`src/rtl/core/hpv_pkg.sv`:
```
// hpv_pkg: shared constants, result codes and types for the histogram
// peak and valley finder; no dependencies
`timescale 1ns / 1ps

package hpv_pkg;

    // histogram geometry
    localparam int NUM_BINS   = 256;
    localparam int IDX_BITS   = $clog2(NUM_BINS);
    localparam int COUNT_BITS = 32;
    localparam int THR_BITS   = 32;
    localparam int TOTAL_BITS = IDX_BITS + 1;

    // result queue geometry
    localparam int FIFO_DEPTH = 8;
    localparam int PTR_BITS   = $clog2(FIFO_DEPTH);
    localparam int FILL_BITS  = PTR_BITS + 1;
    localparam int MAX_PUSH   = 3;

    // result kinds
    typedef enum logic [1:0] {
        KIND_VALLEY = 2'd0,
        KIND_PEAK   = 2'd1,
        KIND_OK     = 2'd2,
        KIND_FAIL   = 2'd3
    } t_kind;

    // one queued result
    typedef struct packed {
        logic [IDX_BITS-1:0]   idx;
        t_kind                 kind;
        logic [TOTAL_BITS-1:0] total;
        logic                  last;
    } t_result;

endpackage

```
`src/rtl/core/hpv_if.sv`:
```
// hpv_if: valid/ready channels of the histogram peak and valley finder
// depends on hpv_pkg
`timescale 1ns / 1ps

// bin input channel
interface hpv_bin_if import hpv_pkg::*; ();
    logic        valid;
    logic        ready;
    logic [31:0] bin_count;
    logic        final_bin;

    modport source (output valid, output bin_count, output final_bin, input ready);
    modport sink   (input valid, input bin_count, input final_bin, output ready);
endinterface

// result output channel
interface hpv_result_if import hpv_pkg::*; ();
    logic                  valid;
    logic                  ready;
    logic [IDX_BITS-1:0]   extremum_index;
    logic [1:0]            result_kind;
    logic [TOTAL_BITS-1:0] extrema_found;
    logic                  end_of_run;

    modport source (output valid, output extremum_index, output result_kind,
                    output extrema_found, output end_of_run, input ready);
    modport sink   (input valid, input extremum_index, input result_kind,
                    input extrema_found, input end_of_run, output ready);
endinterface

// threshold write channel
interface hpv_cfg_if import hpv_pkg::*; ();
    logic                valid;
    logic                ready;
    logic [THR_BITS-1:0] hysteresis_threshold;

    modport source (output valid, output hysteresis_threshold, input ready);
    modport sink   (input valid, input hysteresis_threshold, output ready);
endinterface

```
`src/rtl/core/histogram_peak_valley_finder.sv`:
```
// histogram_peak_valley_finder: top level, hysteresis peak/valley search
// depends on hpv_pkg and the channels in hpv_if
`timescale 1ns / 1ps

// Bins stream in from index zero, one bin per transaction, and the block
// answers with alternating valley and peak indices, then one done result
// (success or failure) after the bin marked final or the bin at index
// NUM_BINS-1. A bin is accepted every cycle as long as the eight-entry
// result queue has room for three results. The bin is registered in the
// input register and evaluated from there, and its results are written into
// the queue, from which they are offered. Results leave at one per cycle
// through the output channel while the sink is ready, so a sink that stalls,
// or a run of bins that each yield several results, throttles input through
// the queue fill. The threshold must be written only while the block is
// idle; the block itself does not enforce this. Its channel is always ready.
module histogram_peak_valley_finder
    import hpv_pkg::*;
(
    input  logic                i_clk,
    input  logic                i_rst_n,
    hpv_bin_if.sink             i_bin,
    hpv_cfg_if.sink             i_cfg,
    hpv_result_if.source        o_result
);

    // configuration
    logic [THR_BITS-1:0]   r_threshold;

    // input register
    logic                  r_in_valid;
    logic [COUNT_BITS-1:0] r_in_count;
    logic                  r_in_final;

    // run state
    logic [IDX_BITS-1:0]   r_bin_index;
    logic [COUNT_BITS-1:0] r_prev_count;
    logic                  r_rising;
    logic                  r_started;
    logic                  r_failed;
    logic [COUNT_BITS-1:0] r_peak_height;
    logic [IDX_BITS-1:0]   r_peak_pos;
    logic [COUNT_BITS-1:0] r_valley_height;
    logic [IDX_BITS-1:0]   r_valley_pos;
    logic [IDX_BITS-1:0]   r_last_pos;
    logic [TOTAL_BITS-1:0] r_total;

    logic [IDX_BITS-1:0]   n_bin_index;
    logic                  n_rising;
    logic                  n_started;
    logic                  n_failed;
    logic [COUNT_BITS-1:0] n_peak_height;
    logic [IDX_BITS-1:0]   n_peak_pos;
    logic [COUNT_BITS-1:0] n_valley_height;
    logic [IDX_BITS-1:0]   n_valley_pos;
    logic [IDX_BITS-1:0]   n_last_pos;
    logic [TOTAL_BITS-1:0] n_total;

    // result queue
    t_result               r_fifo [FIFO_DEPTH];
    logic [PTR_BITS-1:0]   r_wr_ptr;
    logic [PTR_BITS-1:0]   r_rd_ptr;
    logic [FILL_BITS-1:0]  r_fill;

    // step results
    logic                  w_proc;
    logic                  w_last;
    logic                  w_mid_v;
    t_result               w_mid;
    logic                  w_fin_v;
    t_result               w_fin;
    t_result               w_done;
    logic                  w_pop;
    logic [FILL_BITS-1:0]  w_push_n;
    logic [PTR_BITS-1:0]   w_fin_ptr;
    logic [PTR_BITS-1:0]   w_done_ptr;

    // handshakes
    assign w_proc        = r_in_valid && ((FILL_BITS'(FIFO_DEPTH) - r_fill) >=
                                          FILL_BITS'(MAX_PUSH));
    assign i_bin.ready   = !r_in_valid || w_proc;
    assign i_cfg.ready   = 1'b1;
    assign w_pop         = o_result.valid && o_result.ready;

    // threshold register
    always_ff @(posedge i_clk) begin
        if (!i_rst_n) begin
            r_threshold <= '0;
        end else if (i_cfg.valid) begin
            r_threshold <= i_cfg.hysteresis_threshold;
        end
    end

    // input register
    always_ff @(posedge i_clk) begin
        if (!i_rst_n) begin
            r_in_valid <= 1'b0;
        end else if (i_bin.ready) begin
            r_in_valid <= i_bin.valid;
        end
    end

    always_ff @(posedge i_clk) begin
        if (i_bin.valid && i_bin.ready) begin
            r_in_count <= i_bin.bin_count[COUNT_BITS-1:0];
            r_in_final <= i_bin.final_bin;
        end
    end

    // one bin step: direction, hysteresis commits and run closing
    always_comb begin
        logic [IDX_BITS-1:0] i;
        logic [COUNT_BITS-1:0] c;
        i               = r_bin_index;
        c               = r_in_count;
        n_rising        = r_rising;
        n_started       = r_started;
        n_failed        = r_failed;
        n_peak_height   = r_peak_height;
        n_peak_pos      = r_peak_pos;
        n_valley_height = r_valley_height;
        n_valley_pos    = r_valley_pos;
        n_last_pos      = r_last_pos;
        n_total         = r_total;
        n_bin_index     = i + IDX_BITS'(1);
        w_mid_v         = 1'b0;
        w_mid           = '{idx: '0, kind: KIND_VALLEY, total: '0, last: 1'b0};
        w_fin_v         = 1'b0;
        w_fin           = '{idx: '0, kind: KIND_VALLEY, total: '0, last: 1'b0};
        w_done          = '{idx: '0, kind: KIND_OK, total: '0, last: 1'b1};
        w_last          = r_in_final || (i == IDX_BITS'(NUM_BINS - 1));

        if (i == '0) begin
            // bin zero above threshold fails the run
            if (c > r_threshold) begin
                n_failed = 1'b1;
            end
        end else if (!r_failed) begin
            // first valley: the bin right before the first non-zero bin past bin zero
            if (!r_started && c != '0) begin
                n_started    = 1'b1;
                n_valley_pos = i - IDX_BITS'(1);
                n_total      = n_total + TOTAL_BITS'(1);
                n_last_pos   = i - IDX_BITS'(1);
                w_mid_v      = 1'b1;
                w_mid        = '{idx: i - IDX_BITS'(1), kind: KIND_VALLEY,
                                 total: n_total, last: 1'b0};
            end
            if (n_started) begin
                if (c > r_prev_count) begin
                    n_rising = 1'b1;
                end else if (c < r_prev_count) begin
                    n_rising = 1'b0;
                end
                if (n_rising) begin
                    // climbing away from the tentative valley
                    if (c > n_valley_height && (c - n_valley_height) > r_threshold) begin
                        if (n_total > TOTAL_BITS'(1) && n_valley_pos > n_last_pos) begin
                            n_total       = n_total + TOTAL_BITS'(1);
                            n_last_pos    = n_valley_pos;
                            w_mid_v       = 1'b1;
                            w_mid         = '{idx: n_valley_pos, kind: KIND_VALLEY,
                                              total: n_total, last: 1'b0};
                            n_peak_height = n_valley_height;
                        end
                        if (c > n_peak_height) begin
                            n_peak_height = c;
                            n_peak_pos    = i;
                        end
                    end
                end else begin
                    // falling away from the tentative peak
                    if (n_peak_height > c && (n_peak_height - c) > r_threshold) begin
                        if (n_peak_pos > n_last_pos) begin
                            n_total         = n_total + TOTAL_BITS'(1);
                            n_last_pos      = n_peak_pos;
                            w_mid_v         = 1'b1;
                            w_mid           = '{idx: n_peak_pos, kind: KIND_PEAK,
                                                total: n_total, last: 1'b0};
                            n_valley_height = n_peak_height;
                        end
                        if (c < n_valley_height) begin
                            n_valley_height = c;
                            n_valley_pos    = i;
                        end
                    end
                end
            end
        end

        // close the run: pending valley, then done
        if (w_last) begin
            if (n_failed) begin
                w_done = '{idx: '0, kind: KIND_FAIL, total: '0, last: 1'b1};
            end else begin
                if (n_started && n_valley_pos > n_last_pos) begin
                    n_total = n_total + TOTAL_BITS'(1);
                    w_fin_v = 1'b1;
                    w_fin   = '{idx: n_valley_pos, kind: KIND_VALLEY,
                                total: n_total, last: 1'b0};
                end
                w_done = '{idx: '0, kind: KIND_OK, total: n_total, last: 1'b1};
            end
            n_bin_index     = '0;
            n_rising        = 1'b1;
            n_started       = 1'b0;
            n_failed        = 1'b0;
            n_peak_height   = '0;
            n_peak_pos      = '0;
            n_valley_height = '0;
            n_valley_pos    = '0;
            n_last_pos      = '0;
            n_total         = '0;
        end
    end

    // run state registers
    always_ff @(posedge i_clk) begin
        if (!i_rst_n) begin
            r_bin_index     <= '0;
            r_prev_count    <= '0;
            r_rising        <= 1'b1;
            r_started       <= 1'b0;
            r_failed        <= 1'b0;
            r_peak_height   <= '0;
            r_peak_pos      <= '0;
            r_valley_height <= '0;
            r_valley_pos    <= '0;
            r_last_pos      <= '0;
            r_total         <= '0;
        end else if (w_proc) begin
            r_bin_index     <= n_bin_index;
            r_prev_count    <= w_last ? '0 : r_in_count;
            r_rising        <= n_rising;
            r_started       <= n_started;
            r_failed        <= n_failed;
            r_peak_height   <= n_peak_height;
            r_peak_pos      <= n_peak_pos;
            r_valley_height <= n_valley_height;
            r_valley_pos    <= n_valley_pos;
            r_last_pos      <= n_last_pos;
            r_total         <= n_total;
        end
    end

    // queue write positions, results packed in order
    assign w_fin_ptr  = r_wr_ptr + PTR_BITS'(w_mid_v);
    assign w_done_ptr = w_fin_ptr + PTR_BITS'(w_fin_v);
    assign w_push_n   = w_proc ? (FILL_BITS'(w_mid_v) + FILL_BITS'(w_fin_v) +
                                  FILL_BITS'(w_last)) : '0;

    always_ff @(posedge i_clk) begin
        if (w_proc) begin
            if (w_mid_v) begin
                r_fifo[r_wr_ptr] <= w_mid;
            end
            if (w_fin_v) begin
                r_fifo[w_fin_ptr] <= w_fin;
            end
            if (w_last) begin
                r_fifo[w_done_ptr] <= w_done;
            end
        end
    end

    // queue pointers and fill
    always_ff @(posedge i_clk) begin
        if (!i_rst_n) begin
            r_wr_ptr <= '0;
            r_rd_ptr <= '0;
            r_fill   <= '0;
        end else begin
            r_wr_ptr <= r_wr_ptr + PTR_BITS'(w_push_n);
            r_rd_ptr <= r_rd_ptr + PTR_BITS'(w_pop);
            r_fill   <= r_fill + w_push_n - FILL_BITS'(w_pop);
        end
    end

    // output channel
    assign o_result.valid          = (r_fill != '0);
    assign o_result.extremum_index = r_fifo[r_rd_ptr].idx;
    assign o_result.result_kind    = r_fifo[r_rd_ptr].kind;
    assign o_result.extrema_found  = r_fifo[r_rd_ptr].total;
    assign o_result.end_of_run     = r_fifo[r_rd_ptr].last;

`ifndef SYNTHESIS
    // queue never overfills
    a_fill_bound: assert property (@(posedge i_clk) disable iff (!i_rst_n)
        r_fill <= FILL_BITS'(FIFO_DEPTH))
        else $error("result queue overfilled");

    // a closing bin restarts the run at bin zero
    a_run_restart: assert property (@(posedge i_clk) disable iff (!i_rst_n)
        (w_proc && w_last) |=> (r_bin_index == '0 && !r_started && r_total == '0))
        else $error("run state not cleared after closing bin");

    // a failed run reports no extrema
    a_fail_total: assert property (@(posedge i_clk) disable iff (!i_rst_n)
        (o_result.valid && o_result.result_kind == KIND_FAIL) |->
        (o_result.extrema_found == '0 && o_result.end_of_run))
        else $error("failure result carries extrema");
`endif

endmodule

```
`src/flat_wrapper.sv`:
```
// flat-port wrapper written by rule: the top's interface ports become plain ports
module histogram_peak_valley_finder_flat import hpv_pkg::*;
  (i_clk, i_rst_n, i_bin_valid, i_bin_bin_count, i_bin_final_bin, i_bin_ready, i_cfg_valid, i_cfg_hysteresis_threshold, i_cfg_ready, o_result_valid, o_result_extremum_index, o_result_result_kind, o_result_extrema_found, o_result_end_of_run, o_result_ready);
  hpv_bin_if i_bin_i ();
  hpv_cfg_if i_cfg_i ();
  hpv_result_if o_result_i ();
  input  logic i_clk;
  input  logic i_rst_n;
  input wire logic [$bits(i_bin_i.valid)-1:0] i_bin_valid;
  input wire logic [$bits(i_bin_i.bin_count)-1:0] i_bin_bin_count;
  input wire logic [$bits(i_bin_i.final_bin)-1:0] i_bin_final_bin;
  output wire logic [$bits(i_bin_i.ready)-1:0] i_bin_ready;
  input wire logic [$bits(i_cfg_i.valid)-1:0] i_cfg_valid;
  input wire logic [$bits(i_cfg_i.hysteresis_threshold)-1:0] i_cfg_hysteresis_threshold;
  output wire logic [$bits(i_cfg_i.ready)-1:0] i_cfg_ready;
  output wire logic [$bits(o_result_i.valid)-1:0] o_result_valid;
  output wire logic [$bits(o_result_i.extremum_index)-1:0] o_result_extremum_index;
  output wire logic [$bits(o_result_i.result_kind)-1:0] o_result_result_kind;
  output wire logic [$bits(o_result_i.extrema_found)-1:0] o_result_extrema_found;
  output wire logic [$bits(o_result_i.end_of_run)-1:0] o_result_end_of_run;
  input wire logic [$bits(o_result_i.ready)-1:0] o_result_ready;
  assign i_bin_i.valid = i_bin_valid;
  assign i_bin_i.bin_count = i_bin_bin_count;
  assign i_bin_i.final_bin = i_bin_final_bin;
  assign i_bin_ready = i_bin_i.ready;
  assign i_cfg_i.valid = i_cfg_valid;
  assign i_cfg_i.hysteresis_threshold = i_cfg_hysteresis_threshold;
  assign i_cfg_ready = i_cfg_i.ready;
  assign o_result_valid = o_result_i.valid;
  assign o_result_extremum_index = o_result_i.extremum_index;
  assign o_result_result_kind = o_result_i.result_kind;
  assign o_result_extrema_found = o_result_i.extrema_found;
  assign o_result_end_of_run = o_result_i.end_of_run;
  assign o_result_i.ready = o_result_ready;
  histogram_peak_valley_finder u_core (.i_clk(i_clk), .i_rst_n(i_rst_n), .i_bin(i_bin_i), .i_cfg(i_cfg_i), .o_result(o_result_i));
endmodule
```
`config.mk`:
```
export PLATFORM = sky130hd
export DESIGN_NAME = histogram_peak_valley_finder_flat
export DESIGN_NICKNAME = d
export VERILOG_FILES = /design/src/rtl/core/hpv_pkg.sv /design/src/rtl/core/hpv_if.sv /design/src/rtl/core/histogram_peak_valley_finder.sv /design/src/flat_wrapper.sv
export SDC_FILE = /design/constraint.sdc
export NUM_CORES = 2
export LEC_CHECK = 0
export BUFFER_PORTS_ARGS = -buffer_cell sky130_fd_sc_hd__buf_2
export CAP_MARGIN = 20
export CORE_MARGIN = 2
export CORE_UTILIZATION = 45
export DETAILED_ROUTE_END_ITERATION = 6
export PLACE_DENSITY_LB_ADDON = 0.08
export SLEW_MARGIN = 20
export SYNTH_ARGS = -nofsm -noshare
export SYNTH_HDL_FRONTEND = slang
export SYNTH_SLANG_ARGS = --single-unit
```
`constraint.sdc`:
```
create_clock -name i_clk -period 12.6 [get_ports i_clk]
set_input_delay 2.52 -clock i_clk [delete_from_list [all_inputs] [get_ports i_clk]]
set_output_delay 2.52 -clock i_clk [all_outputs]
set_load 0.01 [all_outputs]
```
# Word-level counts from Yosys, hierarchy flattened
# Memories as Yosys holds them, arrays and structs flattened. A register that Yosys moved wholly into a read port is not among the register bits.
# Cells that the tools add are included.
classes:
  add_sub_neg: 16
  n_mul: 0
  div: 0
  order_cmp: 14
  eq_ne: 4
  shifts: 0
  muxes: 125
  bitwise_logic: 0
  reduce_logical: 24
op_table:
  columns: ["cell", "n"]
  rows:
  - ["$mux 32", 27]
  - ["$mux 20", 13]
  - ["$mux 8", 30]
  - ["$gt 32x32->1", 7]
  - ["$mux 9", 13]
  - ["$lt 32x32->1", 2]
  - ["$sub 32x32->32", 2]
  - ["$mux 1", 39]
  - ["$reduce_bool 32->1", 1]
  - ["$add 9x1->9 const B", 3]
  - ["$gt 8x8->1", 3]
  - ["$reduce_and 6->1", 2]
  - ["$mux 11", 1]
  - ["$reduce_bool 2->1", 5]
  - ["$add 3x1->3", 3]
  - ["$gt 9x1->1 const B", 1]
  - ["$add 8x1->8 const B", 1]
  - ["$eq 8x8->1 const B", 1]
  - ["$logic_and 1x1->1", 8]
  - ["$logic_not 8->1", 1]
  - ["$sub 8x1->8 const B", 1]
  - ["$reduce_and 7->1", 1]
  - ["$add 4x1->4", 1]
  - ["$add 4x4->4", 1]
  - ["other kinds (13)", 16]
word_totals:
  register_bits: 216
  latch_bits: 0
  ram_bits: 160
  romBits: 0
  in_bits: 70
  word_cells: 202
  n_memories: 1
mem_list:
  columns: ["name", "words", "word_bits", "rd", "rd_clocked_by_memory_dff", "wr", "line_no", "text"]
  rows:
  - ["u_core.r_fifo", 8, 20, 1, 1, 3, "histogram_peak_valley_finder.sv:59", "t_result r_fifo [FIFO_DEPTH];"]

# Longest topological paths before layout
logic_depth:
  depth_word: 29
  depth_mapped: 53

# Worst setup path before layout
# OpenSTA, ideal clock, no wires.
synth_path:
  kind: "register to register"
  startpoint: "reg u_core.r_in_count[1]"
  endpoint: "mem u_core.r_fifo[7][10] (netlist bit), enable pin"
  arrival_time_ns: 10.416
  required_ns: 12.251
  slack_ns: 1.835
  path_stages_with_launch: 50
  n_path_buf: 6
  period_less_slack_ns: 10.765
  cell_sequence: "edfxtp_1 -> nor4_2 -> nand4_2 -> o21ai_4 -> inv_2 -> clkbuf_1 -> clkbuf_1 -> and2_1 -> nor2_1 -> inv_1 -> ha_1 -> a21o_1 -> a21oi_1 -> a21boi_0 -> o21ai_1 -> inv_2 -> clkbuf_1 -> a21oi_1 -> [... 14 more ...] -> ha_1 -> nor2b_1 -> o21a_1 -> o21a_1 -> o21ai_0 -> a21oi_1 -> o31ai_1 -> or3_1 -> and3b_1 -> clkbuf_1 -> clkbuf_1 -> ha_1 -> ha_1 -> xnor2_1 -> nor3_1 -> nand3_1 -> clkbuf_1 -> nand3_1"
synth_lines:
  columns: ["item", "line_no", "text"]
  rows:
  - ["from (decl)", "histogram_peak_valley_finder.sv:31", "logic [COUNT_BITS-1:0] r_in_count;"]
  - ["from (signal assigned)", "histogram_peak_valley_finder.sv:104", "r_in_count <= i_bin.bin_count[COUNT_BITS-1:0];"]
  - ["to (decl)", "histogram_peak_valley_finder.sv:59", null]

==> load_flow_metrics.sql <==
INSERT INTO impl_metrics (metric_group, metric, value, unit) VALUES
('detailed_routing', 'remaining_antenna_violation_count', '0', ''),
('global_route', 'grt-ovfl-total', '0', ''),
('logic_synthesis', 'synth.yosys.seq_area_share', '29.3', '%'),
('detailed_routing', 'drtPass1Iterations', '6', ''),
('clocking', 'cts_buffers', '45', ''),
('logic_synthesis', 'netlist_top_cells_area', 'dfxtp_1 (18%), ha_1 (13%), edfxtp_1 (12%), a21oi_1 (4.7%), nor2_1 (4.3%)', ''),
('power', 'clock_power_share', '34.9', '%'),
('timing', 'worstMarginPinSlew', '1150', 'ps'),
('place', 'numPortBuffers', '91', ''),
('power', 'p_comb_share', '30.7', '%'),
('clocking', 'numClockSinks', '368', ''),
('hold_path', 'holdCritPathClass', 'reg2reg', ''),
('clocking', 'path_clk_slew', '60', 'ps'),
('logic_synthesis', 'synth.yosys.warnings', '0', ''),
('logic_synthesis', 'postSynthRegisterBits', '368', ''),
('power', 'p_sw', '1320', 'µW'),
('timing', 'finalClockSkew', '22.1', 'ps'),
('worst_setup_path', 'worst_path_largest_cell_delay', '670', 'ps'),
('place', 'finalWeightedCongestion', '0.944', ''),
('detailed_routing', 'drt-initial-drc-count', '2257', ''),
('cells_and_area', 'drive_above_1_share', '12.6', '%'),
('logic_synthesis', 'post-synth-top-area-cell', 'dfxtp_1', ''),
('floorplan', 'chipWidth', '258', 'µm'),
('detailed_routing', 'routed_wl', '99400', 'µm'),
('worst_setup_path', 'cp.arrival', '12160', 'ps'),
('timing', 'maxClockFrequency', '0.0837', 'GHz'),
('power', 'swShare', '34.4', '%'),
('run_status', 'run_status', 'finished, final reports clean', ''),
('global_route', 'grt_pass1_wl', '153000', 'µm'),
('cells_and_area', 'layout_common_cells', 'nor2_1 (327), ha_1 (304), nand2_1 (294)', ''),
('timing', 'final_report_max_slew_violation_count', '0', ''),
('detailed_routing', 'wire_per_inst', '22.6', 'µm'),
('worst_setup_path', 'worst_setup_path_end_kind', 'flop', ''),
('cells_and_area', 'filler_cell_count', '6163', ''),
('logic_synthesis', 'synth-async-reset-ratio', '0', '%'),
('clocking', 'clock_latency_on_the_worst_skew_pair', '610', 'ps'),
('clocking', 'cts-root-to-sink-buffers', '3', ''),
('floorplan', 'floorplan.die_area', '0.0666', 'mm²'),
('global_route', 'via_count_of_the_first_global_routing_pass', '26100', ''),
('logic_synthesis', 'synthesis.area', '0.0290', 'mm²'),
('logic_synthesis', 'synth_fp_nets', '3838', ''),
('worst_setup_path', 'reg2reg_depth', '47', ''),
('timing', 'setup_tns', '0', 'ps'),
('detailed_routing', 'route.detailed.drc', '0', ''),
('logic_synthesis', 'synth_area_per_cell', '8.40', 'µm²'),
('cells_and_area', 'layout_commonest_cell', 'nor2_1', ''),
('place', 'dp_hpwl', '73500', 'µm'),
('clocking', 'clockRootBuffer', 'clkbuf_16', ''),
('power', 'vdd.ir_drop.worst', '0.000100', 'V'),
('logic_synthesis', 'post_synth_num_cell_types', '93', ''),
('clocking', 'h-tree-depth', '2', ''),
('timing', 'count_of_final_hold_check_violations', '0', ''),
('clocking', 'cts_tree', 'yes', ''),
('floorplan', 'die_height', '258', 'µm'),
('cells_and_area', 'finish.net_count', '3879', ''),
('timing', 'timing.slew.headroom', '22.4', '%'),
('power', 'power.leakage', '0.0130', 'µW'),
('power', 'pwr_density_cell', '120', 'mW/mm²'),
('worst_setup_path', 'critical_path.max_fanout', '19', ''),
('flow_run', 'maxCapViolations', '0', ''),
('worst_setup_path', 'kind_of_critical_path', 'reg2reg', ''),
('timing', 'grt_setup_unrepaired', 'no', ''),
('global_route', 'grt_start_max_net_pins', '83', ''),
('timing', 'final-setup-viol-count', '0', ''),
('floorplan', 'placement_rows', '93', ''),
('power', 'internal_power', '2520', 'µW'),
('floorplan', 'start_util', '45.3', '%'),
('cells_and_area', 'fin_util', '50.2', '%'),
('detailed_routing', 'num_vias', '26700', ''),
('logic_synthesis', 'postSynthCellCount', '3459', ''),
('logic_synthesis', 'synth_edf_count', '113', '');
logic make-up (layout without fill, tap and decap cells):
logic type / Yosys count / after routing / share of synthesized area (%)
flops: 368 / 368 / 29.3
compound gates: 1019 / 1019 / 22.9
fa+ha+maj: 309 / 309 / 13.4
xor+xnor: 94 / 94 / 2.83
other cells: 1 / 2 / 0.0129
mux: 182 / 182 / 8.25
simple gates: 1100 / 1100 / 18.2
buf+inv: 386 / 464 / 5.09
worst max-delay path, delay by kind of cell (launching register included):
kind	cells	cell delay (ps)
compound gates	21	4560
fa+ha+maj	6	1630
flops	1	670
simple gates	13	3250
xor+xnor	2	300
buf+inv	5	1120
power groups by stage:
| stage | clock network, µW | logic [µW] | registers, µW |
|---|---|---|---|
| after floorplan | 0 | 805 | 1350 |
| after global placement | 0 | 1150 | 1350 |
| after detailed placement | 0 | 1170 | 1350 |
| after CTS | 1360 | 1180 | 1320 |
| after global routing | 1410 | 1310 | 1330 |
| final | 1340 | 1180 | 1320 |
state kept, by name, summed over array words and instances, names as in the netlist:
signal,count
u_core.r_peak_height,32
u_core.r_prev_count,32
u_core.r_started,1
u_core.r_last_pos,8
u_core.r_threshold,32
u_core.r_in_final,1
u_core.r_in_valid,1
u_core.r_failed,1
u_core.r_total,9
u_core.r_bin_index,8
u_core.r_in_count,32
u_core.r_wr_ptr,3
u_core.r_rising,1
u_core.r_valley_pos,8
u_core.r_valley_height,32
u_core.r_rd_ptr,3
u_core.r_fifo,152
u_core.r_peak_pos,8
u_core.r_fill,4
final cells by class:
cell class                 count  area, µm²  share of cell area, %
multi-input combinational   2705      19200                   59.6
sequential                   368       8500                   26.4
clock buffer                  58       1230                   3.81
timing repair buffer         191       1220                   3.81
tap                          855       1070                   3.33
inverter                     189        709                   2.21
clock inverter                26        273                  0.848
antenna                        1       2.50                0.00778
synthesized netlist by cell type, types with 14 or more instances:
library cell and count:
a211oi_1 46, a21boi_0 81, a21o_1 75, a21oi_1 273, a22oi_1 84, a31oi_1 36, and2_1 41, and3_1 18
buf_2 15, clkbuf_1 166, dfxtp_1 255, edfxtp_1 113, ha_1 304, inv_1 186, mux2_2 77, mux2i_1 66
mux4_2 38, nand2_1 298, nand2b_1 20, nand3_1 80, nand4_1 59, nor2_1 331, nor2b_1 120, nor3_1 46
nor4_1 15, o211ai_1 84, o21a_1 30, o21ai_0 165, o21ai_1 18, o21bai_1 14, o22ai_1 14, or3_1 19
xnor2_1 59, xor2_1 35
through the flow:
step	cells	hold WS, ps	cell area, µm²	worst slack (ps)	power (µW)
after floorplan	3459	426	29000	1830	2150
after global placement	4301	442	30600	645	2500
after detailed placement	4302	455	30600	396	2520
after CTS	4386	464	32100	341	3870
after global routing	4392	484	32200	10.7	4050
final	4393	464	32200	659	3850
layer usage:
layer	global-route usage [%]	vias to the layer above	part of all wire [%]
li1	-	12700	-
met1	37.9	12800	43
met2	50.6	947	48
met3	3.30	192	5.4
met4	10.2	2	3.6
met5	0	-	0.012
what timing repair did:
action                     in CTS  in global routing
setup endpoints to repair       0                 84
buffers inserted                0                  5
hold endpoints to repair        0                  0
resized for setup               0                  4
final timing paths:
kind / start / end / slack, ps
worst max-delay path: u_core.r_in_count[0] / u_core.r_fifo[4][6] / 660
worst min-delay path: u_core.r_valley_height[4] / u_core.r_valley_height[4] / 460
worst max register to register: u_core.r_in_count[0] / u_core.r_fifo[4][6] / 660
worst min register to register: u_core.r_valley_height[4] / u_core.r_valley_height[4] / 460
Power figures use the tool's default switching activity.
